### src/ilir_pkg.sv
// Package for the indexed list block: command and status codes, the
// per-cycle control bundle broadcast to the storage cells, and default sizes.
// No dependencies.
`timescale 1ns / 1ps

package ilir_pkg;

    // Default sizes for the top-level parameters
    localparam int DEFAULT_CAPACITY     = 64;
    localparam int DEFAULT_ELEMENT_BITS = 32;

    // Fixed port widths
    localparam int COMMAND_BITS  = 3;
    localparam int POSITION_BITS = 6;
    localparam int VALUE_BITS    = 32;
    localparam int STATUS_BITS   = 2;
    localparam int LENGTH_BITS   = 7;

    typedef enum logic [COMMAND_BITS-1:0] {
        CMD_APPEND = 3'd0,
        CMD_INSERT = 3'd1,
        CMD_REMOVE = 3'd2,
        CMD_CLEAR  = 3'd3,
        CMD_READ   = 3'd4
    } ilir_cmd_t;

    typedef enum logic [STATUS_BITS-1:0] {
        ST_OK     = 2'd0,
        ST_BOUNDS = 2'd1,
        ST_FULL   = 2'd2
    } ilir_status_t;

    // Actions that every cell sees in the same cycle; set only for
    // commands that succeed
    typedef struct packed {
        logic do_append;
        logic do_insert;
        logic do_remove;
    } ilir_ctrl_t;

endpackage

### src/ilir_cell.sv
// One storage cell of the list: holds a single element and takes a new value
// from the input, its lower neighbour or its upper neighbour.
// Depends on ilir_pkg.
`timescale 1ns / 1ps

module ilir_cell
    import ilir_pkg::*;
#(
    parameter int INDEX        = 0,
    parameter int ELEMENT_BITS = DEFAULT_ELEMENT_BITS,
    parameter int CMP_W        = 7
)
(
    input  logic                    clk,
    input  ilir_ctrl_t              ctrl,
    input  logic [CMP_W-1:0]        pos,
    input  logic [CMP_W-1:0]        count,
    input  logic [ELEMENT_BITS-1:0] new_value,
    input  logic [ELEMENT_BITS-1:0] from_lower,
    input  logic [ELEMENT_BITS-1:0] from_upper,
    output logic [ELEMENT_BITS-1:0] data,
    output logic [ELEMENT_BITS-1:0] read_data
);

    localparam logic [CMP_W-1:0] MY_INDEX = CMP_W'(INDEX);

    logic [ELEMENT_BITS-1:0] data_reg;
    logic [ELEMENT_BITS-1:0] data_next;
    logic                    at_pos;
    logic                    above_pos;

    assign at_pos    = (pos == MY_INDEX);
    assign above_pos = (MY_INDEX > pos);

    // Choose the source for this cell
    always_comb
    begin
        data_next = data_reg;
        if (ctrl.do_append && (count == MY_INDEX))
        begin
            data_next = new_value;
        end
        else if (ctrl.do_insert)
        begin
            if (at_pos)
                data_next = new_value;
            else if (above_pos)
                data_next = from_lower;
        end
        else if (ctrl.do_remove && (at_pos || above_pos))
        begin
            data_next = from_upper;
        end
    end

    // Element payload, no reset needed
    always_ff @(posedge clk)
    begin
        data_reg <= data_next;
    end

    assign data      = data_reg;
    assign read_data = at_pos ? data_reg : '0;

endmodule

### config.mk
export PLATFORM = sky130hd
export DESIGN_NAME = ilir_cell
export DESIGN_NICKNAME = d
export VERILOG_FILES = /design/src/ilir_pkg.sv /design/src/ilir_cell.sv
export SDC_FILE = /design/constraint.sdc
export NUM_CORES = 1
export LEC_CHECK = 0
export ABC_AREA = 1
export BUFFER_PORTS_ARGS = -buffer_cell sky130_fd_sc_hd__clkbuf_2
export CORE_UTILIZATION = 35
export CTS_CLUSTER_SIZE = 40
export DETAILED_ROUTE_END_ITERATION = 12
export GPL_TIMING_DRIVEN = 0
export PLACE_DENSITY = 0.69
export SLEW_MARGIN = 10
export SYNTH_ARGS = -nofsm -noshare
export SYNTH_HDL_FRONTEND = slang
export SYNTH_SLANG_ARGS = --single-unit
export TNS_END_PERCENT = 100
### constraint.sdc
create_clock -name clk -period 2 [get_ports clk]
set_input_delay 0.4 -clock clk [delete_from_list [all_inputs] [get_ports clk]]
set_output_delay 0.4 -clock clk [all_outputs]
set_load 0.02 [all_outputs]
# Word-level counts from Yosys, hierarchy flattened
# Cells that the tools add are included.
[totals] reg_bits=32 word_cells=16
[op_classes] n_reduce_logical=7 order_cmp=1 eq_ne=1 muxes=6
[op_table] cell="two-way mux 32 bit" n=6
[op_table] cell="zero test 7 bit" n=2
[op_table] cell="> comparator 1 x 7 -> 1 bit (first input constant)" n=1
[op_table] cell="inequality test 4 x 1 -> 1 bit (second input constant)" n=1
[op_table] cell="nonzero test 3 bit" n=1
[op_table] cell="logical AND 1 bit" n=2
[op_table] cell="AND reduction 2 bit" n=1
[op_table] cell="logical OR 1 bit" n=1

# Logic depth before layout (Yosys ltp)
# Gate-level depths: netlist of run 1.
[depth] depth_word=6 mapped_depth=7 mapped_depth_nobuf=6

# Worst setup path before layout of run 1
# Ideal clock, no wire load.
[synth_timing] path_type="input to register" from="input count[6]" to="register data_reg[0], in the netlist data[0] (enable)" cell_stages=5 setup_slack_ns=-0.103 arrival_ns=1.713 required_time_ns=1.611 setup_time_ns=0.389 n_path_buf=1 path_cell_list="nand3b_2 > nor2_8 > inv_4 > buf_6 > nand2_1"
[synth_via] elab_chain_len=4 word_cells_on_any_way=5 classes_between="eq/ne: 1; reduce/logical: 4"
[synth_lines] element="start: declaration" line_no="ilir_cell.sv:17" source="input logic [CMP_W-1:0] count,"
[synth_lines] element="zero test 7 bit *" line_no="ilir_cell.sv:39" source="if (ctrl.do_append && (count == MY_INDEX))"
[synth_lines] element="logical AND 1 bit *" line_no="ilir_cell.sv:39"
[synth_lines] element="inequality test 4 x 1 -> 1 bit (no source line) / nonzero test 3 bit (equally long branches)"
[synth_lines] element="AND reduction 2 bit (no source line) *"
[synth_lines] element="end signal: assignment" line_no="ilir_cell.sv:59" source="data_reg <= data_next;"
[synth_lines] element="end: declaration" line_no="ilir_cell.sv:27" source="logic [ELEMENT_BITS-1:0] data_reg;"
# Mark *: on every way between the ends. The rest lies on a longest branch, timed or not.
# A chain may end at the register's enable or synchronous reset.

# Final worst setup path of run 1
[layout_timing] from="input pos[3]" to="output read_data[25]"
[layout_via] elab_chain_len=2
[layout_lines] element="start: declaration" line_no="ilir_cell.sv:16" source="input logic [CMP_W-1:0] pos,"
[layout_lines] element="zero test 7 bit" line_no="ilir_cell.sv:32" source="assign at_pos = (pos == MY_INDEX);"
[layout_lines] element="two-way mux 32 bit" line_no="ilir_cell.sv:63" source="assign read_data = at_pos ? data_reg : '0;"
[layout_lines] element="end: declaration" line_no="ilir_cell.sv:22" source="output logic [ELEMENT_BITS-1:0] read_data"
# No other way between the ends.

==> flow_summary_export.csv, run 1 <==
group,metric,value,unit
run_status,status,"complete, no violations",
floorplan,die_y,95.5,um
clock_tree,h-tree-depth,2,
power_and_ir_drop,switching_share,0.287,
worst_setup_path,critical-path-top-delay-family,"simple AND/OR/NAND/NOR gates",
cells_and_area,finalInstanceArea,4170,um2
power_and_ir_drop,p_per_area,395,nW/um2
floorplan,die_x,95.5,um
clock_tree,clockRootBuffer,"clkbuf_8",
power_and_ir_drop,p_int,1.17,mW
clock_tree,cts_resized,0,
floorplan,io_pins,178,
synth,syn-num-nets,580,
sta,fmax,552,MHz
worst_setup_path,crit_path_start_kind,"input port",
sta,fin_tns_setup,0,ns
cells_and_area,drive_above_1_share,0.395,
run,drv_cap,0,
cells_and_area,largest_reg_flops,32,
sta,min_period_over_period,0.906,
worst_setup_path,worstPathArrival,1.41,ns
synth,synth.most_common_cell,"inv_1",
drt,wl_per_cell,12.3,um
drt,viasPerCell,4.59,
power_and_ir_drop,clockPowerShare,0.305,
cells_and_area,num-fill-cells,866,
worst_setup_path,cp_data_required_time,1.60,ns
place,routabilityCongestion,0.781,
synth,synth_edf_count,32,
floorplan,die_area,9110,um2
worst_setup_path,crit_fanout,10,
clock_tree,cts_made_buffers,5,
clock_tree,holdBufCountCts,0,
place,port_buffers,176,
clock_tree,cts_buffer_depth,2,
drt,wl_met3,684,um
drt,dr.pass1.iters,5,
global_route,grt_pass1_wl,14100,um
sta,rsz0062_at_grt,"no",
worst_hold_path,hold_class,"input port to flip-flop",
sta,max_slew_margin,0.692,
synth,postSynth.asyncResetShare,0,
synth,synth_area_leaders,"edfxtp_1, inv_1, nor2_1",
cells_and_area,syn2layout_area_growth,36.3,%
drt,vias,3462,
global_route,track_usage,0.200,
synth,yosysWarnings,0,
synth,ys_types,21,
floorplan,initial_utilization,0.366,
synth,seq_area_frac_synth,0.314,
cells_and_area,n_antenna_cell,0,
synth,yosys-top-cells-count,"inv_1, nor2_1, nand3_1",
worst_setup_path,endpoint_kind,"output port",
synth,synth-seq-cells,32,
global_route,antenna_found_initial,0,
global_route,grt_pass1_vias,3109,
drt,postRouteAntennaNets,0,
worst_setup_path,crit_slowest_cell,"clkbuf_2",
drt,drc,0,
cells_and_area,nets,763,
sta,finalCriticalPeriod,1.81,ns
place,placed_area,4070,um2
worst_setup_path,worstSetupPathType,"input port to output port",
power_and_ir_drop,ir_worst_vdd,0.231,mV
drt,totalWireLength,9290,um
floorplan,row_count,33,
worst_setup_path,path_buf_inv,4,
power_and_ir_drop,combinationalPowerShare,0.237,
power_and_ir_drop,leakage,2.41,nW
drt,top_layer,"met4",
worst_setup_path,path_cells,"clkbuf_2 > nor2_1 > nand2_2 > nor2_2 > inv_2 > buf_6 > nor2_1 > clkbuf_2",
clock_tree,cts_tree,"yes",
clock_tree,post-cts-setup-buffers,0,
synth,avgSynthCellArea,6.56,um2
sta,hold_viol_final,0,
sta,worst_pin_slew,0.462,ns
global_route,gr-total-overflow,0,
place,hpwl,7180,um
global_route,grt_max_degree,33,
drt,wl_met1,3750,um
power_and_ir_drop,share_seq_of_total_power,0.458,
synth,synth_top_area_share,0.314,
drt,dr.first_iter.drc_count,144,
floorplan,core_area,8340,um2
power_and_ir_drop,power.switching,0.473,mW
worst_setup_path,cpPeakStageDelay,0.18,ns
synth,ys.flop_type,"edfxtp_1",
drt,met2_length,4730,um
synth,synth_top_cell_by_area,"edfxtp_1",
synth,syn_inst,466,
clock_tree,path_clk_slew,0.07,ns
cells_and_area,fin_util,0.500,
power_and_ir_drop,p_total,1.65,mW
clock_tree,cts_num_sinks,32,
synth,syn_area,3060,um2
sta,whs,0.448,ns
sta,setup_viol,0,
sta,drv_slew,0,
[cell usage in the layout (no fill, tap or decap), drive strengths merged]
| cell | Yosys | layout |
|---|---|---|
| buf | 27 | 27 |
| edfxtp | 32 | 32 |
| clkinvlp | 0 | 2 |
| nand3b | 1 | 1 |
| o21ai | 33 | 33 |
| inv | 134 | 134 |
| nor2 | 137 | 137 |
| nand2 | 5 | 5 |
| clkbuf | 1 | 182 |
| clkinv | 0 | 1 |
| a21oi | 32 | 32 |
| nand3 | 64 | 64 |
[power by group through the flow]
stage	logic, mW	clock network [mW]	registers (mW)
after floorplan	0.208	0	0.775
after global placement	0.381	0	0.768
after detailed placement	0.389	0	0.768
after CTS	0.391	0.506	0.753
after global routing	0.436	0.538	0.754
final	0.390	0.502	0.753
[layer usage]
layer  global-route usage  up-vias
met5                    0        -
met4               0.0572        0
met3               0.0255       17
met2                0.371      153
met1                0.238     1523
li1                     -     1769
[per-stage QoR]
stage	std cells	worst slack, ns
finish	755	0.189
global route	755	0.00874
CTS	755	0.0819
detailed placement	747	-0.187
global placement	747	-0.140
floorplan	466	0.200
[worst paths after layout]
kind	to	slack (ns)	cells after the start	startpoint
worst min-delay path	data[27]	0.45	3	new_value[27]
worst max-delay path	read_data[25]	0.19	8	pos[3]
[logic make-up after synthesis]
family / synth area share
compound gates: 0.132
flops: 0.314
buf+inv: 0.246
simple gates: 0.307
[cell type report]
type | count | area (um2) | area share
Clock buffer | 5 | 68.8 | 0.0165
Buffer | 28 | 248 | 0.0595
Multi-Input combinational cell | 272 | 1350 | 0.325
Inverter | 134 | 505 | 0.121
Tap cell | 105 | 131 | 0.0315
Timing Repair Buffer | 176 | 881 | 0.211
Clock inverter | 3 | 18.8 | 0.00450
Sequential cell | 32 | 961 | 0.231
(Power assumes the default switching activity.)
==> inputs of run 2 (changes only) <==
Settings changed: ABC_AREA 1 to not set, PLACE_DENSITY 0.69 to 0.75.
Clock period 2 ns to 1.45 ns, I/O delays scaled along.
==> flow_summary_export.csv, run 2 <==
group,metric,value,unit
power_and_ir_drop,ir_worst_vdd,0.414,mV
floorplan,initial_utilization,0.365,
place,hpwl,6140,um
sta,fin_ws,-0.191,ns
sta,worst_pin_slew,0.466,ns
floorplan,io_pins,178,
synth,seq_area_frac_synth,0.413,
cells_and_area,fin_util,0.678,
worst_setup_path,crit_slowest_cell,"nor4_4",
synth,yosys-top-cells-count,"and3_1, edfxtp_1, nor3_1",
floorplan,die_x,83.6,um
power_and_ir_drop,switching_share,0.266,
synth,synth_top_area_share,0.413,
global_route,grt_pass1_wl,13700,um
worst_setup_path,cpPeakStageDelay,0.29,ns
sta,fin_tns_setup,-6.16,ns
clock_tree,clockRootBuffer,"clkbuf_8",
drt,drc,0,
sta,rsz0062_at_grt,"yes",
power_and_ir_drop,p_total,2.21,mW
synth,ys_types,21,
worst_setup_path,worstSetupStartpoint,"pos[4]",
worst_setup_path,crit_top_cell,"buf_6",
clock_tree,cts_made_buffers,5,
sta,max_slew_margin,0.688,
floorplan,die_y,83.6,um
global_route,antenna_found_initial,0,
global_route,gr-total-overflow,0,
place,port_buffers,177,
synth,synth_top_cell_by_area,"edfxtp_1",
sta,min_period_over_period,1.13,
clock_tree,cts_num_sinks,32,
drt,viasPerCell,5.82,
power_and_ir_drop,combinationalPowerShare,0.240,
drt,dr.pass1.iters,4,
synth,postSynth.asyncResetShare,0,
synth,synth_area_leaders,"edfxtp_1, nand4b_1, o221ai_1",
sta,finalCriticalPeriod,1.64,ns
synth,syn-num-nets,352,
worst_setup_path,worstSetupPathType,"input port to output port",
global_route,grt_max_degree,17,
power_and_ir_drop,p_per_area,511,nW/um2
place,routabilityCongestion,0.899,
drt,wl_per_cell,18.4,um
synth,ys.flop_type,"edfxtp_1",
worst_hold_path,hold_class,"input port to flip-flop",
power_and_ir_drop,p_int,1.62,mW
worst_setup_path,cp_data_required_time,1.16,ns
run,drv_cap,0,
run_status,status,"complete, but fails checks",
power_and_ir_drop,clockPowerShare,0.289,
global_route,track_usage,0.245,
synth,synth-seq-cells,32,
power_and_ir_drop,power.switching,0.588,mW
place,dp_slack,-0.927,ns
cells_and_area,layout_common_cells,"clkbuf_2, edfxtp_1, nor3_1, nand4b_1, a21oi_1",
run_status,violations,"negative setup slack",
power_and_ir_drop,leakage,1.88,nW
drt,dr.first_iter.drc_count,205,
cells_and_area,syn2layout_area_growth,85.8,%
floorplan,row_count,29,
cells_and_area,num-fill-cells,500,
cells_and_area,final_common_cell,"clkbuf_2",
cells_and_area,n_antenna_cell,0,
worst_setup_path,crit_path_start_kind,"input port",
cells_and_area,largest_reg_flops,32,
worst_setup_path,crit_fanout,10,
synth,synth_edf_count,32,
synth,syn_area,2330,um2
clock_tree,path_clk_slew,0.07,ns
drt,postRouteAntennaNets,0,
cells_and_area,drive_above_1_share,0.669,
clock_tree,cts_tree,"yes",
worst_setup_path,endpoint_kind,"output port",
sta,fmax,609,MHz
floorplan,die_area,6980,um2
sta,whs,0.351,ns
floorplan,core_area,6390,um2
synth,syn_inst,238,
sta,drv_slew,0,
drt,totalWireLength,9430,um
drt,vias,2978,
worst_setup_path,path_cells,"buf_6 > nor4_4 > buf_6 > buf_8 > and3_2 > clkbuf_8",
worst_setup_path,critical_path.endpoint,"read_data[10]",
power_and_ir_drop,share_seq_of_total_power,0.470,
sta,hold_viol_final,0,
synth,avgSynthCellArea,9.78,um2
clock_tree,holdBufCountCts,0,
worst_setup_path,worstPathArrival,1.35,ns
clock_tree,cts_buffer_depth,2,
synth,yosysWarnings,0,
global_route,grt_pass1_vias,2780,
sta,setup_viol,48,
cells_and_area,nets,549,
clock_tree,h-tree-depth,2,
==> run 2: cell count changes after synthesis, sizes merged, moves of 3 or more <==
| cell | before | now |
|---|---|---|
| buf | 27 | 20 |
| o21ai | 33 | 1 |
| and3 | 0 | 32 |
| nor3 | 0 | 32 |
| inv | 134 | 0 |
| o221ai | 0 | 31 |
| nand4b | 0 | 31 |
| clkbuf | 1 | 15 |
| nand3 | 64 | 0 |
| nand2 | 5 | 2 |
| nor2 | 137 | 1 |
==> run 2: repair_timing <==
item | in CTS | in global routing
pin swaps | 4 | 5
hold endpoints to repair | 0 | 0
setup buffers | 7 | 2
resized for setup | 73 | 94
cloned | 1 | 5
setup endpoints to repair | 92 | 92
==> run 2: cells by family (layout without fill, tap and decap cells) <==
group | after synthesis | after routing | share of synthesized area
buffers and inverters | 35 | 230 | 0.0865
AO/OA/AOI/OAI | 67 | 68 | 0.199
AND/OR/NAND/NOR | 104 | 105 | 0.301
flip-flops | 32 | 32 | 0.413
==> run 2: per-layer routing <==
metal	vias up	track usage	wire length, um
li1	1387	-	-
met2	191	0.445	5000
met1	1388	0.301	3560
met4	0	0.0693	119
met5	-	0	0
met3	12	0.0346	755
==> run 2: worst min-delay path by stage <==
stage               cells after the start     startpoint  endpoint  slack, ns
floorplan                               1  new_value[30]  data[30]       0.53
global placement                        2  new_value[30]  data[30]       0.63
detailed placement                      2  new_value[30]  data[30]       0.63
CTS                                     2  new_value[30]  data[30]       0.34
global route                            2  new_value[30]  data[30]       0.34
finish                                  2  new_value[30]  data[30]       0.35
==> run 2: worst max-delay path, delay by kind of cell <==
family                 cells  cell delay [ns]
buffers and inverters      4             0.58
AND/OR/NAND/NOR            2             0.48
==> run 2: final cells by class <==
class | count | area (um2) | share of cell area
Tap cell | 77 | 96.3 | 0.0223
Buffer | 33 | 310 | 0.0717
Timing Repair Buffer | 190 | 1390 | 0.321
Clock inverter | 2 | 7.51 | 0.00174
Multi-Input combinational cell | 173 | 1500 | 0.346
Sequential cell | 32 | 961 | 0.222
Clock buffer | 5 | 68.8 | 0.0159
==> run 2: power by group through the flow <==
stage	logic (mW)	clock network, mW	registers (mW)
2_1_floorplan	0.197	0	1.07
3_3_place_gp	0.425	0	1.06
3_5_place_dp	0.430	0	1.06
4_1_cts	0.459	0.662	1.04
5_1_grt	0.572	0.701	1.04
6_report	0.531	0.640	1.04
==> run 2: through the flow <==
stage | std cells | instance area [um2]
floorplan | 238 | 2410
global placement | 492 | 3400
detailed placement | 492 | 3400
CTS | 506 | 3890
global route | 512 | 4330
finish | 512 | 4330
==> inputs of run 3 (changes only) <==
Settings changed: PLACE_DENSITY 0.75 to 0.72, SLEW_MARGIN 10 to 20.
Clock period 1.45 ns to 1.73 ns, I/O delays scaled along.
==> flow_summary_export.csv, run 3 (synthesis results as in run 2) <==
group,metric,value,unit
worst_setup_path,crit_path_start_kind,"input port",
cells_and_area,finalInstanceArea,3830,um2
power_and_ir_drop,p_total,1.81,mW
sta,whs,0.406,ns
worst_setup_path,crit_fanout,10,
power_and_ir_drop,leakage,1.77,nW
floorplan,die_y,83.6,um
global_route,antenna_found_initial,0,
worst_hold_path,min_to,"data[30]",
cells_and_area,nets,544,
floorplan,row_count,29,
sta,worst_pin_slew,0.496,ns
clock_tree,cts_buffer_depth,2,
place,placed_area,3350,um2
drt,dr.first_iter.drc_count,153,
sta,fmax,568,MHz
place,port_buffers,177,
global_route,grt_max_degree,17,
sta,finalCriticalPeriod,1.76,ns
sta,hold_viol_final,0,
drt,drc,0,
cells_and_area,layout_common_cells,"clkbuf_2, clkbuf_8, edfxtp_1",
floorplan,die_area,6980,um2
power_and_ir_drop,p_per_area,473,nW/um2
cells_and_area,syn2layout_area_growth,64.6,%
sta,fin_tns_setup,-0.268,ns
global_route,gr-total-overflow,0,
worst_setup_path,cp_data_required_time,1.38,ns
worst_hold_path,hold_class,"input port to flip-flop",
sta,rsz0062_at_grt,"yes",
global_route,met3_usage,0.0346,
cells_and_area,largest_reg_flops,32,
global_route,grt_pass1_vias,2820,
global_route,grt_use_met2,0.437,
run,drv_cap,0,
sta,fin_ws,-0.0299,ns
clock_tree,cts_num_sinks,32,
cells_and_area,n_antenna_cell,0,
place,dp_slack,-0.685,ns
worst_hold_path,hold_depth,2,
drt,wl_per_cell,17.3,um
sta,drv_slew,0,
power_and_ir_drop,ir_worst_vdd,0.251,mV
worst_setup_path,path_cells,"clkbuf_2 > nor4_4 > buf_6 > clkbuf_8 > and3_1 > clkbuf_8",
worst_hold_path,min_from,"new_value[30]",
global_route,track_usage,0.246,
clock_tree,holdBufCountCts,0,
cells_and_area,finalNonFillerCells,507,
worst_setup_path,crit_slowest_cell,"nor4_4",
sta,min_period_over_period,1.02,
drt,viasPerCell,5.70,
worst_setup_path,cpPeakStageDelay,0.30,ns
worst_setup_path,endpoint_kind,"output port",
floorplan,die_x,83.6,um
place,hpwl,6190,um
clock_tree,h-tree-depth,2,
place,placed_cells_incl_taps,492,
worst_setup_path,crit_top_cell,"clkbuf_8",
global_route,grt_pass1_wl,13600,um
run_status,violations,"negative setup slack",
floorplan,core_area,6390,um2
clock_tree,cts_made_buffers,5,
clock_tree,cts_tree,"yes",
global_route,grt_busiest_layer,"met2",
place,routabilityCongestion,0.831,
drt,totalWireLength,8790,um
global_route,use_met1,0.298,
cells_and_area,drive_above_1_share,0.537,
worst_setup_path,worstSetupPathType,"input port to output port",
cells_and_area,final_common_cell,"clkbuf_2",
run_status,status,"complete, but fails checks",
sta,setup_viol,19,
floorplan,io_pins,178,
drt,vias,2890,
sta,max_slew_margin,0.669,
floorplan,initial_utilization,0.365,
drt,postRouteAntennaNets,0,
worst_setup_path,worstPathArrival,1.41,ns
cells_and_area,fin_util,0.600,
clock_tree,clockRootBuffer,"clkbuf_8",
drt,dr.pass1.iters,4,
clock_tree,path_clk_slew,0.06,ns
[run 3: critical path: cells and delay by family]
family	cells	cell delay (ns)
buffers and inverters	4	0.59
AND/OR/NAND/NOR	2	0.48
[run 3: timing repair]
item / CTS / global route
pin swaps: 2 / 2
hold endpoints to repair: 0 / 0
gates cloned: 3 / 0
endpoints found under the setup margin: 64 / 57
buffers inserted: 5 / 1
resized for setup: 71 / 16
[run 3: area by class of cell]
cell class	instances	area [um2]
fill	563	2550
multi-input combinational	172	1240
timing repair buffer	185	1200
sequential	32	961
buffer	34	256
tap	77	96.3
clock buffer	6	72.6
clock inverter	1	5.00
[run 3: report_power, final]
part           internal, mW  switching, mW  total, mW
sequential            0.867        0.00325      0.871
clock                 0.274          0.279      0.552
combinational         0.197          0.194      0.391
[run 3: how the worst max path moves through the flow]
stage               slack, ns  cells past startpoint   start            end
global route            -0.06                      6  pos[4]  read_data[29]
floorplan               -0.19                      5  pos[4]        data[0]
CTS                     -0.02                      6  pos[0]   read_data[9]
global placement        -0.63                      6  pos[4]       data[11]
detailed placement      -0.69                      6  pos[4]       data[15]
finish                  -0.03                      6  pos[4]  read_data[29]
[run 3: per-layer routing]
metal	part of all wire	routed length, um	up-vias
li1	-	-	1363
met1	0.40	3530	1338
met2	0.51	4470	169
met3	0.066	584	20
met4	0.024	207	0
met5	0	0	-
